File: config.mk
export PLATFORM = sky130hd
export DESIGN_NAME = sio_command_frame_receiver_flat
export DESIGN_NICKNAME = d
export VERILOG_FILES = /design/src/rtl/core/sio_cfr_pkg.sv /design/src/rtl/core/sio_cfr_if.sv /design/src/rtl/core/sio_command_frame_receiver.sv /design/src/flat_wrapper.sv
export VERILOG_INCLUDE_DIRS = /design/src /design/src/rtl/core
export SDC_FILE = /design/constraint.sdc
export NUM_CORES = 1
export LEC_CHECK = 0
export ABC_AREA = 1
export BUFFER_PORTS_ARGS = -buffer_cell sky130_fd_sc_hd__buf_4
export CORE_MARGIN = 1
export CORE_UTILIZATION = 30
export CTS_CLUSTER_DIAMETER = 60
export DETAILED_ROUTE_END_ITERATION = 10
export GPL_ROUTABILITY_DRIVEN = 0
export GPL_TIMING_DRIVEN = 0
export SLEW_MARGIN = 40
export SYNTH_ARGS = -nofsm -noshare
export SYNTH_HDL_FRONTEND = slang
export SYNTH_SLANG_ARGS = --single-unit
File: constraint.sdc
create_clock -name clk -period 4.5 [get_ports clk]
set_input_delay 0.45 -clock clk [delete_from_list [all_inputs] [get_ports clk]]
set_output_delay 0.45 -clock clk [all_outputs]
set_load 0.005 [all_outputs]
File: src/rtl/core/sio_command_frame_receiver_assert.svh
// Assertion macros for the command frame receiver.
`ifndef SIO_COMMAND_FRAME_RECEIVER_ASSERT_SVH
`define SIO_COMMAND_FRAME_RECEIVER_ASSERT_SVH

// Same-cycle implication, sampled on clk, off during reset.
`define SIO_ASSERT_IMPL(label, ante, cons, msg) \
    label: assert property (@(posedge clk) disable iff (!rst_n) (ante) |-> (cons)) \
        else $error(msg);

// Next-cycle implication, sampled on clk, off during reset.
`define SIO_ASSERT_NEXT(label, ante, cons, msg) \
    label: assert property (@(posedge clk) disable iff (!rst_n) (ante) |=> (cons)) \
        else $error(msg);

`endif

File: src/rtl/core/sio_cfr_pkg.sv
// Shared types and constants of the command frame receiver.
`default_nettype none
package sio_cfr_pkg;

    localparam int SLOTS = 16;

    typedef logic [2:0]  cfg_index_t;
    typedef logic [63:0] cfg_data_t;
    typedef logic [1:0]  route_t;

    localparam cfg_index_t REG_ERROR_THRESHOLD  = 3'd0;
    localparam cfg_index_t REG_INTERCEPT_ENABLE = 3'd1;
    localparam cfg_index_t REG_DISK_ID          = 3'd2;
    localparam cfg_index_t REG_POLL_ID          = 3'd3;
    localparam cfg_index_t REG_SLOT_IDS_LOW     = 3'd4;
    localparam cfg_index_t REG_SLOT_IDS_HIGH    = 3'd5;
    localparam cfg_index_t REG_POLL_LISTEN_MASK = 3'd6;

    localparam route_t ROUTE_NONE      = 2'd0;
    localparam route_t ROUTE_INTERCEPT = 2'd1;
    localparam route_t ROUTE_POLL      = 2'd2;
    localparam route_t ROUTE_SLOTS     = 2'd3;

    localparam logic [2:0] CHECKSUM_POS = 3'd4;

    localparam logic [7:0] RESET_ERROR_THRESHOLD = 8'd2;
    localparam logic [7:0] RESET_DISK_ID         = 8'd49;
    localparam logic [7:0] RESET_POLL_ID         = 8'd79;

endpackage
`default_nettype wire

File: src/rtl/core/sio_cfr_if.sv
// Word channels of the command frame receiver: received bytes and frame results.
`default_nettype none
interface sio_cfr_byte_if;
    logic       valid;
    logic       ready;
    logic [7:0] rx_byte;
    logic       frame_start;

    modport source (output valid, output rx_byte, output frame_start, input ready);
    modport sink (input valid, input rx_byte, input frame_start, output ready);
endinterface

interface sio_cfr_result_if;
    logic        valid;
    logic        ready;
    logic        frame_good;
    logic [7:0]  device_byte;
    logic [7:0]  command_code;
    logic [15:0] aux_value;
    logic [1:0]  route;
    logic [15:0] slot_mask;
    logic        toggle_speed;
    logic        high_speed;

    modport source (output valid, output frame_good, output device_byte,
                    output command_code, output aux_value, output route,
                    output slot_mask, output toggle_speed, output high_speed,
                    input ready);
    modport sink (input valid, input frame_good, input device_byte,
                  input command_code, input aux_value, input route,
                  input slot_mask, input toggle_speed, input high_speed,
                  output ready);
endinterface
`default_nettype wire

File: src/rtl/core/sio_command_frame_receiver.sv
// Command frame receiver: checksum, routing and bad-frame speed control.
//
// Takes one received byte per word on the byte channel and gives one result
// word after the fifth byte (checksum) of each frame. A byte is accepted in
// every cycle unless the output register stalls the input. A byte first lands
// in an input register and is then folded into the frame state; a checksum
// byte places its result in the output register when it is folded. The output
// register stalls the input only while a finished result is not taken and the
// next checksum byte is already waiting. Write configuration only while the
// block is idle.
`default_nettype none
module sio_command_frame_receiver (
    input  wire logic                    clk,
    input  wire logic                    rst_n,
    sio_cfr_byte_if.sink                 bytes,
    sio_cfr_result_if.source             result,
    input  wire logic                    cfg_we,
    input  wire sio_cfr_pkg::cfg_index_t cfg_index,
    input  wire sio_cfr_pkg::cfg_data_t  cfg_data
);
    import sio_cfr_pkg::*;

    logic [7:0]  error_threshold_reg;
    logic        intercept_enable_reg;
    logic [7:0]  disk_id_reg;
    logic [7:0]  poll_id_reg;
    logic [63:0] slot_ids_low_reg;
    logic [63:0] slot_ids_high_reg;
    logic [15:0] poll_listen_mask_reg;

    logic        in_valid_reg;
    logic [7:0]  in_byte_reg;
    logic        in_start_reg;

    logic [2:0]  byte_count_reg;
    logic [2:0]  byte_count_next;
    logic [7:0]  running_sum_reg;
    logic [7:0]  running_sum_next;
    logic [7:0]  frame_bytes_reg [4];
    logic [7:0]  bad_count_reg;
    logic [7:0]  bad_count_next;
    logic        speed_mode_reg;
    logic        speed_mode_next;

    logic        out_valid_reg;
    logic        out_ok_reg;
    logic [7:0]  out_dev_reg;
    logic [7:0]  out_cmd_reg;
    logic [15:0] out_aux_reg;
    route_t      out_route_reg;
    logic [15:0] out_mask_reg;
    logic        out_toggle_reg;

    logic [2:0]  eff_count;
    logic        is_checksum;
    logic        out_free;
    logic        stage_fire;
    logic        result_load;
    logic [8:0]  sum_wide;
    logic        sum_ok;
    logic [7:0]  dev;
    logic [7:0]  bad_inc;
    logic        toggle;
    logic [15:0] occupied;
    logic [15:0] matched;
    logic [7:0]  slot_id;
    route_t      route;
    logic [15:0] mask;

    always_comb
    begin
        eff_count   = (in_start_reg || byte_count_reg > CHECKSUM_POS) ? 3'd0 : byte_count_reg;
        is_checksum = (eff_count == CHECKSUM_POS);
        out_free    = !out_valid_reg || result.ready;
        stage_fire  = in_valid_reg && (!is_checksum || out_free);
        result_load = stage_fire && is_checksum;
        sum_wide    = {1'b0, (eff_count == 3'd0) ? 8'd0 : running_sum_reg} + {1'b0, in_byte_reg};
    end

    assign bytes.ready = !in_valid_reg || stage_fire;

    always_comb
    begin
        occupied = '0;
        matched  = '0;
        dev      = frame_bytes_reg[0];
        for (int i = 0; i < 16; i++)
        begin
            slot_id = (i < 8) ? slot_ids_low_reg[(i % 8) * 8 +: 8]
                              : slot_ids_high_reg[(i % 8) * 8 +: 8];
            if (i < SLOTS && slot_id != 8'd0)
            begin
                occupied[i] = 1'b1;
                matched[i]  = (slot_id == dev);
            end
        end
    end

    always_comb
    begin
        sum_ok          = (running_sum_reg == in_byte_reg);
        route           = ROUTE_NONE;
        mask            = '0;
        bad_inc         = bad_count_reg + 8'd1;
        toggle          = 1'b0;
        bad_count_next  = bad_count_reg;
        speed_mode_next = speed_mode_reg;
        if (sum_ok)
        begin
            if (intercept_enable_reg && dev == disk_id_reg)
            begin
                route = ROUTE_INTERCEPT;
            end
            else if (dev == poll_id_reg)
            begin
                mask  = poll_listen_mask_reg & occupied;
                route = (mask != '0) ? ROUTE_POLL : ROUTE_NONE;
            end
            else
            begin
                mask  = matched;
                route = (mask != '0) ? ROUTE_SLOTS : ROUTE_NONE;
            end
        end
        else if (bad_inc == error_threshold_reg)
        begin
            toggle          = 1'b1;
            bad_count_next  = 8'd0;
            speed_mode_next = !speed_mode_reg;
        end
        else
        begin
            bad_count_next = bad_inc;
        end

        if (is_checksum)
        begin
            byte_count_next  = 3'd0;
            running_sum_next = 8'd0;
        end
        else
        begin
            byte_count_next  = eff_count + 3'd1;
            running_sum_next = sum_wide[7:0] + {7'd0, sum_wide[8]};
        end
    end

    always_ff @(posedge clk or negedge rst_n)
    begin
        if (!rst_n)
        begin
            error_threshold_reg  <= RESET_ERROR_THRESHOLD;
            intercept_enable_reg <= 1'b0;
            disk_id_reg          <= RESET_DISK_ID;
            poll_id_reg          <= RESET_POLL_ID;
            slot_ids_low_reg     <= '0;
            slot_ids_high_reg    <= '0;
            poll_listen_mask_reg <= '0;
        end
        else if (cfg_we)
        begin
            case (cfg_index)
                REG_ERROR_THRESHOLD:  error_threshold_reg  <= cfg_data[7:0];
                REG_INTERCEPT_ENABLE: intercept_enable_reg <= cfg_data[0];
                REG_DISK_ID:          disk_id_reg          <= cfg_data[7:0];
                REG_POLL_ID:          poll_id_reg          <= cfg_data[7:0];
                REG_SLOT_IDS_LOW:     slot_ids_low_reg     <= cfg_data;
                REG_SLOT_IDS_HIGH:    slot_ids_high_reg    <= cfg_data;
                REG_POLL_LISTEN_MASK: poll_listen_mask_reg <= cfg_data[15:0];
                default: ;
            endcase
        end
    end

    always_ff @(posedge clk or negedge rst_n)
    begin
        if (!rst_n)
        begin
            in_valid_reg   <= 1'b0;
            byte_count_reg <= 3'd0;
            running_sum_reg <= 8'd0;
            bad_count_reg  <= 8'd0;
            speed_mode_reg <= 1'b0;
            out_valid_reg  <= 1'b0;
        end
        else
        begin
            if (bytes.ready)
            begin
                in_valid_reg <= bytes.valid;
            end
            if (stage_fire)
            begin
                byte_count_reg  <= byte_count_next;
                running_sum_reg <= running_sum_next;
            end
            if (result_load)
            begin
                bad_count_reg  <= bad_count_next;
                speed_mode_reg <= speed_mode_next;
            end
            out_valid_reg <= result_load || (out_valid_reg && !result.ready);
        end
    end

    always_ff @(posedge clk)
    begin
        if (bytes.ready && bytes.valid)
        begin
            in_byte_reg  <= bytes.rx_byte;
            in_start_reg <= bytes.frame_start;
        end
        if (stage_fire && !is_checksum)
        begin
            frame_bytes_reg[eff_count[1:0]] <= in_byte_reg;
        end
        if (result_load)
        begin
            out_ok_reg     <= sum_ok;
            out_dev_reg    <= dev;
            out_cmd_reg    <= frame_bytes_reg[1];
            out_aux_reg    <= {frame_bytes_reg[3], frame_bytes_reg[2]};
            out_route_reg  <= route;
            out_mask_reg   <= mask;
            out_toggle_reg <= toggle;
        end
    end

    assign result.valid        = out_valid_reg;
    assign result.frame_good   = out_ok_reg;
    assign result.device_byte  = out_dev_reg;
    assign result.command_code = out_cmd_reg;
    assign result.aux_value    = out_aux_reg;
    assign result.route        = out_route_reg;
    assign result.slot_mask    = out_mask_reg;
    assign result.toggle_speed = out_toggle_reg;
    assign result.high_speed   = speed_mode_reg;

`include "sio_command_frame_receiver_assert.svh"

    `SIO_ASSERT_IMPL(a_count_range, 1'b1, byte_count_reg <= CHECKSUM_POS,
                     "byte count out of range")
    `SIO_ASSERT_IMPL(a_route_needs_ok, out_valid_reg && out_route_reg != ROUTE_NONE,
                     out_ok_reg, "routed bad frame")
    `SIO_ASSERT_IMPL(a_toggle_on_bad, out_valid_reg && out_toggle_reg,
                     !out_ok_reg && out_route_reg == ROUTE_NONE, "toggle on good frame")
    `SIO_ASSERT_NEXT(a_speed_hold, !result_load, $stable(speed_mode_reg),
                     "speed changed without frame")

endmodule
`default_nettype wire

File: src/flat_wrapper.sv
// flat-port wrapper written by rule: the top's interface ports become plain ports
module sio_command_frame_receiver_flat import sio_cfr_pkg::*;
  (clk, rst_n, cfg_we, cfg_index, cfg_data, bytes_valid, bytes_rx_byte, bytes_frame_start, bytes_ready, result_valid, result_frame_good, result_device_byte, result_command_code, result_aux_value, result_route, result_slot_mask, result_toggle_speed, result_high_speed, result_ready);
  sio_cfr_byte_if bytes_i ();
  sio_cfr_result_if result_i ();
  input  wire logic clk;
  input  wire logic rst_n;
  input  wire logic cfg_we;
  input  wire sio_cfr_pkg::cfg_index_t cfg_index;
  input  wire sio_cfr_pkg::cfg_data_t cfg_data;
  input wire logic [$bits(bytes_i.valid)-1:0] bytes_valid;
  input wire logic [$bits(bytes_i.rx_byte)-1:0] bytes_rx_byte;
  input wire logic [$bits(bytes_i.frame_start)-1:0] bytes_frame_start;
  output wire logic [$bits(bytes_i.ready)-1:0] bytes_ready;
  output wire logic [$bits(result_i.valid)-1:0] result_valid;
  output wire logic [$bits(result_i.frame_good)-1:0] result_frame_good;
  output wire logic [$bits(result_i.device_byte)-1:0] result_device_byte;
  output wire logic [$bits(result_i.command_code)-1:0] result_command_code;
  output wire logic [$bits(result_i.aux_value)-1:0] result_aux_value;
  output wire logic [$bits(result_i.route)-1:0] result_route;
  output wire logic [$bits(result_i.slot_mask)-1:0] result_slot_mask;
  output wire logic [$bits(result_i.toggle_speed)-1:0] result_toggle_speed;
  output wire logic [$bits(result_i.high_speed)-1:0] result_high_speed;
  input wire logic [$bits(result_i.ready)-1:0] result_ready;
  assign bytes_i.valid = bytes_valid;
  assign bytes_i.rx_byte = bytes_rx_byte;
  assign bytes_i.frame_start = bytes_frame_start;
  assign bytes_ready = bytes_i.ready;
  assign result_valid = result_i.valid;
  assign result_frame_good = result_i.frame_good;
  assign result_device_byte = result_i.device_byte;
  assign result_command_code = result_i.command_code;
  assign result_aux_value = result_i.aux_value;
  assign result_route = result_i.route;
  assign result_slot_mask = result_i.slot_mask;
  assign result_toggle_speed = result_i.toggle_speed;
  assign result_high_speed = result_i.high_speed;
  assign result_i.ready = result_ready;
  sio_command_frame_receiver u_core (.clk(clk), .rst_n(rst_n), .bytes(bytes_i), .result(result_i), .cfg_we(cfg_we), .cfg_index(cfg_index), .cfg_data(cfg_data));
endmodule
==> results.toml, run 1 <==
[pwr]
power.switching_mw = 2.44
internal_power_mw = 5.43
vdd_drop_max_uv = 294
switching_share = 0.310
pwr-share-clk = 0.364
leakagePower_nw = 8.19
comb_power_share = 0.204
p_per_area_mw_per_mm2 = 456
p_seq_frac = 0.433

[synthesis]
yosys_warnings = 0
async_flop_share = 0.673
syn_area_mm2 = 0.0142
avgSynthCellArea_um2 = 8.42
synth-seq-cells = 284
ys.flop_type = "dfrtp_1"
syn_inst = 1682
syn_nets = 1779
synth_edf_count = 93
post_synth_num_cell_types = 44
ys_seq_area_frac = 0.536

[die]
io_pins = 136
die_x_um = 219
dieHeight_um = 219
coreArea_mm2 = 0.0466
dieArea_mm2 = 0.0481
row_count = 79
start_util = 0.304

[sta]
hold-worst-slack_ns = 0.106
setup_ws_ns = 0.558
maxSlewViolCount = 0
hold_violations = 0
min_period_ns = 3.94
fmax_mhz = 254
fin_setup_tns_ns = 0
finClkSkew_ns = 0.0132
relSlewSlack = 0.452
rsz0062_at_grt = "false"
fin_crit_sh = 0.876
tightestPinTransition_ns = 0.818
setup_viol = 0

[detailed_routing]
drt_pre_antenna_iters = 6
wl_per_cell_um = 16.9
wl_met2_mm = 18.9
vias_per_cell = 4.74
ant_nets = 0
wl_mm = 42.2
route.detailed.drc = 0
dr.max_layer_used = "met5"
drtIter0Drc = 976
met3_length_mm = 3.42
vias = 11800
wl_met1_mm = 18.3

[grt]
antenna_found_initial = 2
grt_pass1_wl_mm = 65.8
track_usage = 0.180
grt_max_degree = 75
overflow = 0
grt_pass1_vias = 11800

[min_path]
holdCritPathClass = "input port to register"

[worst_setup_path]
critPathMaxFanout = 8
cp.arrival_ns = 4.38
start_kind = "register"
timing_worst_setup_path_type = "register to register"
cp.required_ns = 4.94
critPathCaptureType = "register"

[cts]
cts_num_sinks = 284
cts_buffer_depth = 3
htree_levels = 2
cts-buffers-inserted = 34
cts_tree = "done"
postCtsSetupRepairBufs = 0
clock-root-buffer = "clkbuf_16"
clk_latency_ns = 0.52
clk_pin_slew_ns = 0.06

[cells_and_area]
fill_cells = 4605
finalNetCount = 1957
layout_commonest_cell = "nand2_1"
syn_to_final_growth_pct = 21.9
layout_common_cells = "nand2_1, inv_1, nor2_1"
finalInstanceArea_mm2 = 0.0173
drive_gt1_frac = 0.145
post_layout_nonfiller_instances = 2494

[job]
drv_cap = 0

[outcome]
status = "complete, no violations"

[place]
placed_cell_area_mm2 = 0.0161
hpwl_mm = 30.5
dp_slack_ns = 0.536
dp.cells = 2430
io_buffers = 135
logic make-up (layout without fill, tap and decap cells):
group           Yosys count  in the layout  share of synthesized area
compound gates          225            225                     0.0817
buf+inv                 269            473                     0.0787
other cells               0              1                          0
simple gates            802            802                      0.236
fa+ha+maj                16             16                     0.0147
flops                   284            284                      0.536
xor+xnor                 86             86                     0.0537
worst max-delay path: stages (launching register included):
cell,delay (ns)
dfrtp_1,0.36
inv_1,0.11
nand2_1,0.07
a21oi_1,0.13
inv_1,0.07
nor2_1,0.26
inv_1,0.12
ha_1,0.21
nand2_1,0.11
inv_1,0.14
nor2_1,0.13
ha_1,0.24
fa_1,0.27
nand4_1,0.11
nand3_1,0.15
a21oi_1,0.09
o21bai_1,0.19
ha_1,0.21
ha_1,0.17
inv_1,0.07
nor3_2,0.28
nand3_1,0.14
nand2_1,0.08
nand2_1,0.05
o22ai_1,0.10
power groups by stage:
stage / registers [mW] / logic (mW) / clock network (mW)
after floorplan: 3.34 / 1.17 / 0
after global placement: 3.42 / 1.53 / 0
after detailed placement: 3.44 / 1.59 / 0
after CTS: 3.39 / 1.60 / 2.91
after global routing: 3.45 / 1.85 / 3.00
final: 3.40 / 1.60 / 2.86
Yosys cell counts (all sizes together) (4+ instances only):
cell	n	share of area
inv	207	0.055
xnor2	20	0.012
o21ai	191	0.068
a21oi	21	0.0074
buf	26	0.014
dfstp	9	0.017
nand2	486	0.13
nor2	203	0.056
ha	15	0.013
dfrtp	182	0.32
nand3	50	0.019
o22ai	4	0.0018
nor3	27	0.013
edfxtp	93	0.20
or2	5	0.0022
and2	6	0.0027
nand4	24	0.011
clkbuf	34	0.0090
xor2	66	0.041
area by class of cell:
cell class	instances	area, um^2	share of cell area
sequential	284	7580	0.439
inverter	209	787	0.0456
multi-input combinational	1129	5470	0.317
clock buffer	43	958	0.0555
clock inverter	19	198	0.0115
timing repair buffer	142	1170	0.0679
buffer	60	328	0.0190
tap	607	759	0.0440
antenna	1	2.50	0.000145
what timing repair did:
| action | CTS | global route |
|---|---|---|
| setup endpoints to repair | 0 | 2 |
| gates resized for setup | 0 | 1 |
| hold buffers | 1 | 0 |
| endpoints found under the hold margin | 73 | 0 |
stage by stage:
| step | power, mW | utilization |
|---|---|---|
| floorplan | 4.51 | - |
| global placement | 4.95 | 0.342 |
| detailed placement | 5.03 | 0.345 |
| CTS | 7.90 | 0.370 |
| global route | 8.30 | 0.371 |
| finish | 7.87 | 0.371 |
per-layer routing:
metal / GRT usage / up-vias
met5: 0 / -
met2: 0.287 / 402
met4: 0.0736 / 2
li1: - / 5678
met1: 0.234 / 5636
met3: 0.0421 / 104
worst paths after layout:
check                                              from                       endpoint  slack, ns  depth (start not counted)
max                            u_core.byte_count_reg[0]      u_core.running_sum_reg[6]       0.56                         24
min                                   bytes_frame_start            u_core.in_start_reg       0.11                          1
max reg2reg                    u_core.byte_count_reg[0]      u_core.running_sum_reg[6]       0.56                         24
min reg2reg                u_core.frame_bytes_reg[3][6]           result_aux_value[14]       0.42                          0
max in group asynchronous                         rst_n  u_core.error_threshold_reg[1]       2.94                          5
min in group asynchronous                         rst_n   u_core.slot_ids_high_reg[20]       0.51                          3
Power figures use the tool's default switching activity.
==> inputs of run 2 (changes only) <==
--- a/config.mk
+++ b/config.mk
@@ -14,6 +14,7 @@
 export DETAILED_ROUTE_END_ITERATION = 10
 export GPL_ROUTABILITY_DRIVEN = 0
 export GPL_TIMING_DRIVEN = 0
+export HOLD_SLACK_MARGIN = 0.15
 export SLEW_MARGIN = 40
 export SYNTH_ARGS = -nofsm -noshare
 export SYNTH_HDL_FRONTEND = slang
==> results.toml, run 2 (synthesis results as in run 1) <==
[cts]
postCtsSetupRepairBufs = 0
cts_num_sinks = 284
cts_buffer_depth = 3
clk_latency_ns = 0.52
htree_levels = 2
cts_tree = "done"
clk_pin_slew_ns = 0.06
clock-root-buffer = "clkbuf_16"
cts-buffers-inserted = 34

[cells_and_area]
register_area_mm2 = 0.00758
layout_common_cells = "nand2_1, inv_1, nor2_1"
multi_input_area_mm2 = 0.00547
fill_cells = 4599
layout_commonest_cell = "nand2_1"
syn_to_final_growth_pct = 22.6
finalNetCount = 1967
drive_gt1_frac = 0.144

[sta]
min_period_ns = 3.94
fin_crit_sh = 0.876
setup_viol = 0
relSlewSlack = 0.447
rsz0062_at_grt = "false"
hold-worst-slack_ns = 0.184
hold_violations = 0
maxSlewViolCount = 0
fin_setup_tns_ns = 0
finClkSkew_ns = 0.00935
setup_ws_ns = 0.559
fmax_mhz = 254
tightestPinTransition_ns = 0.830

[min_path]
holdCritPathClass = "input port to register"

[die]
dieArea_mm2 = 0.0481
io_pins = 136
row_count = 79
start_util = 0.304
dieHeight_um = 219
die_x_um = 219
coreArea_mm2 = 0.0466

[grt]
grt_max_degree = 75
grt_pass1_wl_mm = 65.9
track_usage = 0.180
overflow = 0
antenna_found_initial = 2
grt_pass1_vias = 11800

[pwr]
internal_power_mw = 5.43
switching_share = 0.309
p_per_area_mw_per_mm2 = 453
comb_power_share = 0.204
p_seq_frac = 0.432
pwr-share-clk = 0.363
leakagePower_nw = 8.23
power.switching_mw = 2.43
vdd_drop_max_uv = 295

[detailed_routing]
wl_mm = 42.3
route.detailed.drc = 0
drtIter0Drc = 950
ant_nets = 0
drt_pre_antenna_iters = 5
vias_per_cell = 4.74
wl_per_cell_um = 16.9
vias = 11900

[worst_setup_path]
cp.arrival_ns = 4.37
timing_worst_setup_path_type = "register to register"
crit_slowest_cell = "dfrtp_1"
cp.required_ns = 4.93
start_kind = "register"
critPathCaptureType = "register"
cpMostUsedCell = "inv_1"
critPathMaxFanout = 8
crit_path_cell_trace = "inv_1 > nand2_1 > a21oi_1 > inv_1 > nor2_1 > inv_1 > ha_1 > nand2_1 > inv_1 > nor2_1 > ha_1 > fa_1 > nand4_1 > nand3_1 > a21oi_1 > o21bai_1 > ha_1 > ha_1 > inv_1 > nor3_2 > nand3_1 > nand2_1 > nand2_1 > o22ai_1"
slowest_delay_ns = 0.36

[place]
io_buffers = 135
dp_slack_ns = 0.536
hpwl_mm = 30.5

[job]
drv_cap = 0

[outcome]
status = "complete, no violations"
-- run 2: power by group through the flow --
stage / registers (mW) / clock network (mW) / logic (mW)
floorplan: 3.34 / 0 / 1.17
global placement: 3.42 / 0 / 1.53
detailed placement: 3.44 / 0 / 1.59
CTS: 3.39 / 2.91 / 1.61
global route: 3.45 / 3.00 / 1.86
finish: 3.40 / 2.86 / 1.61
-- run 2: final timing paths --
kind	slack [ns]	startpoint	to	cells past startpoint
min reg2reg	0.42	u_core.frame_bytes_reg[3][6]	result_aux_value[14]	0
max	0.56	u_core.byte_count_reg[0]	u_core.running_sum_reg[6]	24
max in group asynchronous	2.94	rst_n	u_core.error_threshold_reg[1]	5
min	0.18	result_ready	u_core.result.valid	4
min in group asynchronous	0.51	rst_n	u_core.slot_ids_high_reg[20]	3
max reg2reg	0.56	u_core.byte_count_reg[0]	u_core.running_sum_reg[6]	24
-- run 2: critical path, delay by kind of cell (launching register included) --
kind	cells	cell delay (ns)
and+or+nand+nor	10	1.38
adders and majority gates	5	1.10
buffers and inverters	5	0.52
AOI/OAI and AO/OA	4	0.52
DFF	1	0.36
-- run 2: cell type report --
| class | instances | area share |
|---|---|---|
| multi-input combinational | 1129 | 0.315 |
| tap | 607 | 0.0437 |
| clock buffer | 43 | 0.0552 |
| buffer | 60 | 0.0189 |
| inverter | 209 | 0.0453 |
| clock inverter | 19 | 0.0114 |
| sequential | 284 | 0.437 |
| antenna | 1 | 0.000144 |
| timing repair buffer | 152 | 0.0732 |
-- run 2: timing repair --
action	in CTS	in global routing
hold endpoints to repair	83	0
gates resized for setup	0	1
hold buffers	11	0
setup endpoints to repair	0	2
-- run 2: stage by stage --
stage / util / power (mW) / std cells / instance area (um^2)
floorplan: - / 4.51 / 1682 / 14200
global placement: 0.342 / 4.95 / 2424 / 15900
detailed placement: 0.345 / 5.03 / 2430 / 16100
CTS: 0.373 / 7.91 / 2503 / 17300
global route: 0.373 / 8.31 / 2503 / 17400
finish: 0.373 / 7.87 / 2504 / 17400
-- run 2: metal layers --
layer / share of wire / global-route usage / vias up
met1: 0.43 / 0.234 / 5616
met3: 0.082 / 0.0421 / 98
met2: 0.45 / 0.287 / 441
met4: 0.037 / 0.0736 / 2
met5: 0.00031 / 0 / -
li1: - / - / 5702
==> inputs of run 3 (changes only) <==
--- a/config.mk
+++ b/config.mk
@@ -10,12 +10,12 @@
 export BUFFER_PORTS_ARGS = -buffer_cell sky130_fd_sc_hd__buf_4
 export CORE_MARGIN = 1
 export CORE_UTILIZATION = 30
+export CTS_BUF_LIST = sky130_fd_sc_hd__clkbuf_4
 export CTS_CLUSTER_DIAMETER = 60
 export DETAILED_ROUTE_END_ITERATION = 10
-export GPL_ROUTABILITY_DRIVEN = 0
 export GPL_TIMING_DRIVEN = 0
 export HOLD_SLACK_MARGIN = 0.15
-export SLEW_MARGIN = 40
+export SLEW_MARGIN = 20
 export SYNTH_ARGS = -nofsm -noshare
 export SYNTH_HDL_FRONTEND = slang
 export SYNTH_SLANG_ARGS = --single-unit
==> results.toml, run 3 (synthesis results as in run 1) <==
[grt]
antenna_found_initial = 6
overflow = 0
grt_pass1_wl_mm = 68.0
track_usage = 0.187
grt_max_degree = 93
grt_pass1_vias = 12400

[sta]
fin_crit_sh = 0.886
relSlewSlack = 0.438
rsz0062_at_grt = "false"
fin_setup_tns_ns = 0
fmax_mhz = 251
setup_viol = 0
hold_violations = 0
finClkSkew_ns = 0.0548
hold-worst-slack_ns = 0.218
maxSlewViolCount = 0
tightestPinTransition_ns = 0.840
min_period_ns = 3.99

[cts]
cts_tree = "done"
postCtsSetupRepairBufs = 0
cts-buffers-inserted = 77
clock-root-buffer = "clkbuf_4"
clk_latency_ns = 0.81
htree_levels = 3
cts_num_sinks = 284
clk_pin_slew_ns = 0.07
cts_buffer_depth = 3

[detailed_routing]
drt_pre_antenna_iters = 5
wl_per_cell_um = 16.4
vias = 12400
route.detailed.drc = 0
wl_mm = 43.5
drtIter0Drc = 1021
ant_nets = 0
vias_per_cell = 4.67

[worst_setup_path]
critPathMaxFanout = 8
crit_path_cell_trace = "inv_1 > nand2_1 > a21oi_1 > inv_1 > nor2_1 > inv_1 > ha_1 > nand2_1 > inv_1 > nor2_1 > ha_1 > fa_1 > nand4_1 > nand3_1 > a21oi_1 > o21bai_1 > ha_1 > ha_1 > inv_1 > nor3_1 > nand3_1 > nand2_1 > nand2_1 > o22ai_1"
slowest_delay_ns = 0.36
cp.depth = 24
cp.required_ns = 5.23
timing_worst_setup_path_type = "register to register"
crit_buf_inv = 5
cp.arrival_ns = 4.72
crit_slowest_cell = "dfrtp_1"
cpMostUsedCell = "inv_1"
crit_family = "simple AND/OR/NAND/NOR gates"
rr_worst_depth = 24
start_kind = "register"
critPathCaptureType = "register"

[die]
dieHeight_um = 219
io_pins = 136
row_count = 79
coreArea_mm2 = 0.0466
die_x_um = 219
dieArea_mm2 = 0.0481
start_util = 0.304

[place]
gp_congestion = 0.908
hpwl_mm = 30.5
io_buffers = 135

[cells_and_area]
drive_gt1_frac = 0.166
finalNetCount = 2081
layout_common_cells = "nand2_1, inv_1, nor2_1"
syn_to_final_growth_pct = 26.3
layout_commonest_cell = "nand2_1"

[outcome]
status = "complete, no violations"

[min_path]
holdCritPathClass = "input port to async pin"

[job]
drv_cap = 0

[pwr]
vdd_drop_max_uv = 267
leakagePower_nw = 8.54
power_mw = 7.42
p_per_area_mw_per_mm2 = 415
==> run 3: power breakdown <==
group	total, mW	internal (mW)	switching [mW]
Sequential	3.40	3.05	0.347
Combinational	1.66	0.678	0.982
Clock	2.36	1.21	1.14
==> run 3: area by class of cell <==
cell class,instances,area (um^2)
Fill cell,4689,28700
Sequential cell,284,7580
Multi-Input combinational cell,1129,5460
Timing Repair Buffer,223,1970
Clock buffer,113,848
Inverter,209,787
Tap cell,607,759
Buffer,60,328
Clock inverter,22,130
Antenna cell,7,17.5
==> run 3: path summary, 6_finish.rpt <==
path / slack (ns) / start / end
worst max-delay path: 0.51 / u_core.byte_count_reg[1] / u_core.running_sum_reg[6]
worst min-delay path: 0.22 / rst_n / u_core.slot_ids_high_reg[26]
worst max register to register: 0.51 / u_core.byte_count_reg[1] / u_core.running_sum_reg[6]
worst min register to register: 0.40 / u_core.frame_bytes_reg[1][4] / result_command_code[4]
max in group asynchronous: 3.46 / rst_n / u_core.running_sum_reg[1]
min in group clk: 0.25 / cfg_we / u_core.error_threshold_reg[3]
==> run 3: metrics by stage <==
stage          worst slack, ns  cell area (um^2)  utilization  instances
2_1_floorplan             1.28             14200            -       1682
3_3_place_gp             0.686             15900        0.342       2424
3_5_place_dp             0.544             16000        0.345       2428
4_1_cts                  0.541             17900        0.384       2647
5_1_grt                  0.102             17900        0.384       2654
6_report                 0.514             17900        0.384       2654
==> run 3: per-layer routing <==
layer,share of wire,vias up,global-route usage
li1,-,5985,-
met1,0.43,5817,0.237
met2,0.45,473,0.297
met3,0.085,110,0.0538
met4,0.033,4,0.0801
met5,0.00062,-,0
==> run 3: timing repair <==
action	CTS	global route
hold buffers	84	0
endpoints found under the hold margin	279	0
endpoints found under the setup margin	0	0
gates resized for setup	0	0
==> run 3: worst register-to-register path, delay by kind of cell (launching register included) <==
family,cells,cell delay (ns)
adders and majority gates,5,1.12
AOI/OAI and AO/OA,4,0.53
buffers and inverters,5,0.50
DFF,1,0.36
and+or+nand+nor,10,1.45
